$ cat config.mk
export PLATFORM = sky130hd
export DESIGN_NAME = ptse_ram
export DESIGN_NICKNAME = d
export VERILOG_FILES = /design/src/rtl/core/ptse_ram.sv
export SDC_FILE = /design/constraint.sdc
export NUM_CORES = 2
export LEC_CHECK = 0
export BUFFER_PORTS_ARGS = -buffer_cell sky130_fd_sc_hd__buf_4
export CAP_MARGIN = 30
export CORE_UTILIZATION = 42
export DETAILED_ROUTE_END_ITERATION = 12
export SYNTH_ARGS = -nofsm -noshare
export SYNTH_HDL_FRONTEND = slang
export SYNTH_SLANG_ARGS = --single-unit
export TNS_END_PERCENT = 5
$ cat constraint.sdc
create_clock -name clk_i -period 4.3 [get_ports clk_i]
set_input_delay 0.86 -clock clk_i [delete_from_list [all_inputs] [get_ports clk_i]]
set_output_delay 0.86 -clock clk_i [all_outputs]
set_load 0.1 [all_outputs]
$ cat src/rtl/core/ptse_ram.sv
// ----------------------------------------------------------------------------
// ptse_ram
// Simple dual-port RAM: one write port, one read port with registered data.
// ----------------------------------------------------------------------------
`default_nettype none

module ptse_ram #(
  parameter int unsigned WIDTH = 32,
  parameter int unsigned DEPTH = 64
) (
  input  wire logic                     clk_i,
  input  wire logic                     we_i,
  input  wire logic [$clog2(DEPTH)-1:0] waddr_i,
  input  wire logic [WIDTH-1:0]         wdata_i,
  input  wire logic                     re_i,
  input  wire logic [$clog2(DEPTH)-1:0] raddr_i,
  output logic      [WIDTH-1:0]         rdata_o
);

  logic [WIDTH-1:0] mem_q [DEPTH];

  always_ff @(posedge clk_i) begin
    if (we_i) begin
      mem_q[waddr_i] <= wdata_i;
    end
    if (re_i) begin
      rdata_o <= mem_q[raddr_i];
    end
  end

endmodule

`default_nettype wire

==> impl_summary.log <==
INFO  metric number_of_synthesized_register_bits = 2080
INFO  metric initial_standard_cell_utilization_of_the_core = 0.424
INFO  metric crit_arrival = 3730 ps
INFO  metric syn-instance-count = 3324
INFO  metric grt_antenna_before_repair = 9
INFO  metric worst_hold_path.num_cells = 1
INFO  metric layout_worst_path_cycle_share = 0.743
INFO  metric power-per-cell-area = 459 mW/mm^2
INFO  metric insertion_delay = 840 ps
INFO  metric netlist_area = 0.0788 sq mm
INFO  metric p_leak = 0.0278 uW
INFO  metric min_period = 3200 ps
INFO  metric setup-violations-final = 0
INFO  metric cp_data_required_time = 4840 ps
INFO  metric end_kind = flip-flop
INFO  metric yosysWarningCount = 0
INFO  metric worst_setup_hold_path_clk_slew = 60 ps
INFO  metric die_area = 0.189 sq mm
INFO  metric cts-hold-fix-buffers = 0
INFO  metric hp-class = in2reg
INFO  metric grt_pass1_wl = 286000 um
INFO  metric finalSetupTns = 0 ps
INFO  metric vias = 37039
INFO  metric crit_chain = buf_8, buf_12, buf_12, mux4_2, mux4_2, o22ai_1, nor2_1
INFO  metric gp_congestion = 0.808
INFO  metric first_global_vias = 37106
INFO  metric die_height = 435 um
INFO  metric cts-root-buf = clkbuf_16
INFO  metric finalWirelength = 203000 um
INFO  metric rr_worst_depth = 4
INFO  metric synth_top_cell_area_share = 0.792
INFO  metric area_taken_by_multi_input_logic_gates = 0.0160 sq mm
INFO  metric max-slew-margin-rel = 0.307
INFO  metric core.rowCount = 158
INFO  metric post-route-util = 0.484
INFO  metric worst_path_largest_cell_delay = 810 ps
INFO  metric port-buffer-count = 78
INFO  metric detail_route.iter0.violations = 4224
INFO  metric timing.clock.skew = 29.7 ps
INFO  metric cpMaxStageDelayCell = o22ai_1
INFO  metric post-route-drc-count = 0
INFO  metric synth-seq-area-share = 0.792
INFO  metric outcome = finished clean
INFO  metric register_area = 0.0625 sq mm
INFO  metric number_of_buffers_inserted_during_clock_tree_synthesis = 198
INFO  metric synth_async_sr_flop_share = 0
INFO  metric grt_max_degree = 65
INFO  metric post_route_cells_drive_above_1_share = 0.300
INFO  metric yosys.area.top_type = edfxtp_1
INFO  metric postSynthAreaPerCell = 23.7 sq um
INFO  metric rsz0062_at_grt = no
INFO  metric wl_per_cell = 32.5 um
INFO  metric critPathLaunchType = input port
INFO  metric n_fill_cell = 14751
INFO  metric max_h_tree_level = 4
INFO  metric final_antenna_net_count = 0
INFO  metric core-area = 0.186 sq mm
INFO  metric boundaryPins = 79
INFO  metric max_cap_violations = 0
INFO  metric max_freq = 313 MHz
INFO  metric path_max_fanout = 37
INFO  metric post_cts_resize_count = 0
INFO  metric cts_buffer_depth = 3
INFO  metric net_count_after_synthesis = 3371
INFO  metric die_w = 435 um
INFO  metric finalNetCount = 3656
INFO  metric netlist_top_cells_area = edfxtp_1 (79%), mux4_2 (16%), mux2i_1 (1.2%), o22ai_1 (0.67%), nor2_1 (0.65%)
INFO  metric tritonroute_pass_1_iters = 7
INFO  metric worst-setup-path-type = in2reg
INFO  metric gr-total-overflow = 0
INFO  metric cts.sink_count = 2080
INFO  metric number_of_enable_flip_flop_cells_after_synthesis = 2080
INFO  metric hold_viol_final = 0
INFO  metric areaGrowthSynthToFinish = 14.1%
INFO  metric finalMaxSlewViolations = 0
INFO  metric ys_types = 33
INFO  metric power.ir.vdd_worst = 0.455 mV
INFO  metric tritoncts_clock_tree = yes
INFO  metric grt_usage = 0.215
INFO  metric vias_per_cell = 5.92
INFO  metric worst-slew-pin-transition = 1040 ps
INFO  metric detailed_place_hpwl = 112000 um
INFO  metric cts_post_setup_buffers_inserted = 0
INFO  metric dominantRegCellSynth = edfxtp_1
-- cell type report --
| cell class | instances | share of cell area |
|---|---|---|
| Sequential cell | 2080 | 0.694 |
| Multi-Input combinational cell | 1062 | 0.177 |
| Tap cell | 2480 | 0.0345 |
| Antenna cell | 7 | 0.000195 |
| Clock inverter | 109 | 0.00895 |
| Clock buffer | 250 | 0.0575 |
| Timing Repair Buffer | 267 | 0.0273 |
-- final timing paths --
kind | to | slack [ps] | from
setup / recovery | rdata_o[25]$_DFFE_PP_ | 1100 | raddr_i[1]
hold / removal | mem_q[42][17]$_DFFE_PP_ | 570 | wdata_i[17]
setup reg to reg | rdata_o[25]$_DFFE_PP_ | 1650 | mem_q[15][25]$_DFFE_PP_
hold reg to reg | rdata_o[20]$_DFFE_PP_ | 850 | mem_q[12][20]$_DFFE_PP_
-- cell usage after synthesis (all sizes together), types with 5 or more instances --
library cell     n
nor2b           15
clkbuf          74
o22ai           84
a311oi           8
a22oi           12
nand3            5
mux4           544
nor2           137
nand2           26
nand3b           5
o221ai          27
nor3             7
edfxtp        2080
buf            108
nand2b           8
a21oi           62
mux2i           93
or3b             5
-- layout by cell type, fill, tap and decap left out, types with 8 or more instances in the layout --
cell type	instances
edfxtp_1	2080
mux4_2	544
buf_4	229
clkbuf_16	199
mux2i_1	93
o22ai_1	84
nor2_1	75
a21oi_1	62
nor2_4	62
clkinv_1	57
clkbuf_1	51
buf_12	34
o221ai_1	27
nand2_1	26
clkinv_2	24
nor2b_1	15
a22oi_1	12
a311oi_1	8
-- routing by layer --
metal  GRT usage  up-vias  wire [um]  part of all wire
met5           0        -         41           0.00020
met1       0.305    20331      84100              0.41
met2       0.337     1551      96500              0.47
met3      0.0397      263      15900             0.078
li1            -    14886          -                 -
met4      0.0725        8       6810             0.033
-- cells by family after synthesis --
| kind of cell | synth area share |
|---|---|
| DFF | 0.792 |
| buffers and inverters | 0.0112 |
| and+or+nand+nor | 0.0126 |
| muxes | 0.167 |
| AOI/OAI and AO/OA | 0.0167 |
-- state kept, by name, summed over array words and instances (netlist names) --
| signal | cells |
|---|---|
| mem_q | 2048 |
| rdata_o | 32 |
-- worst max-delay path, delay by kind of cell --
family / cells / cell delay, ps
buffers and inverters: 3 / 950
muxes: 2 / 860
AOI/OAI and AO/OA: 1 / 810
and+or+nand+nor: 1 / 190
-- report_power, final --
group | internal (uW) | switching (uW)
clock network | 8930 | 7430
registers | 22500 | 67.5
logic | 823 | 1600
total | 32200 | 9090
-- through the flow --
stage	power [uW]	cells	hold slack, ps	worst slack [ps]	area [sq um]
detailed placement	25400	5889	841	305	84000
finish	41300	6255	566	1100	90000
floorplan	24300	3324	750	280	78800
CTS	41600	6248	536	1220	90000
global placement	25400	5889	793	327	84000
global route	42400	6250	572	1130	90000
Power figures use the tool's default switching activity.
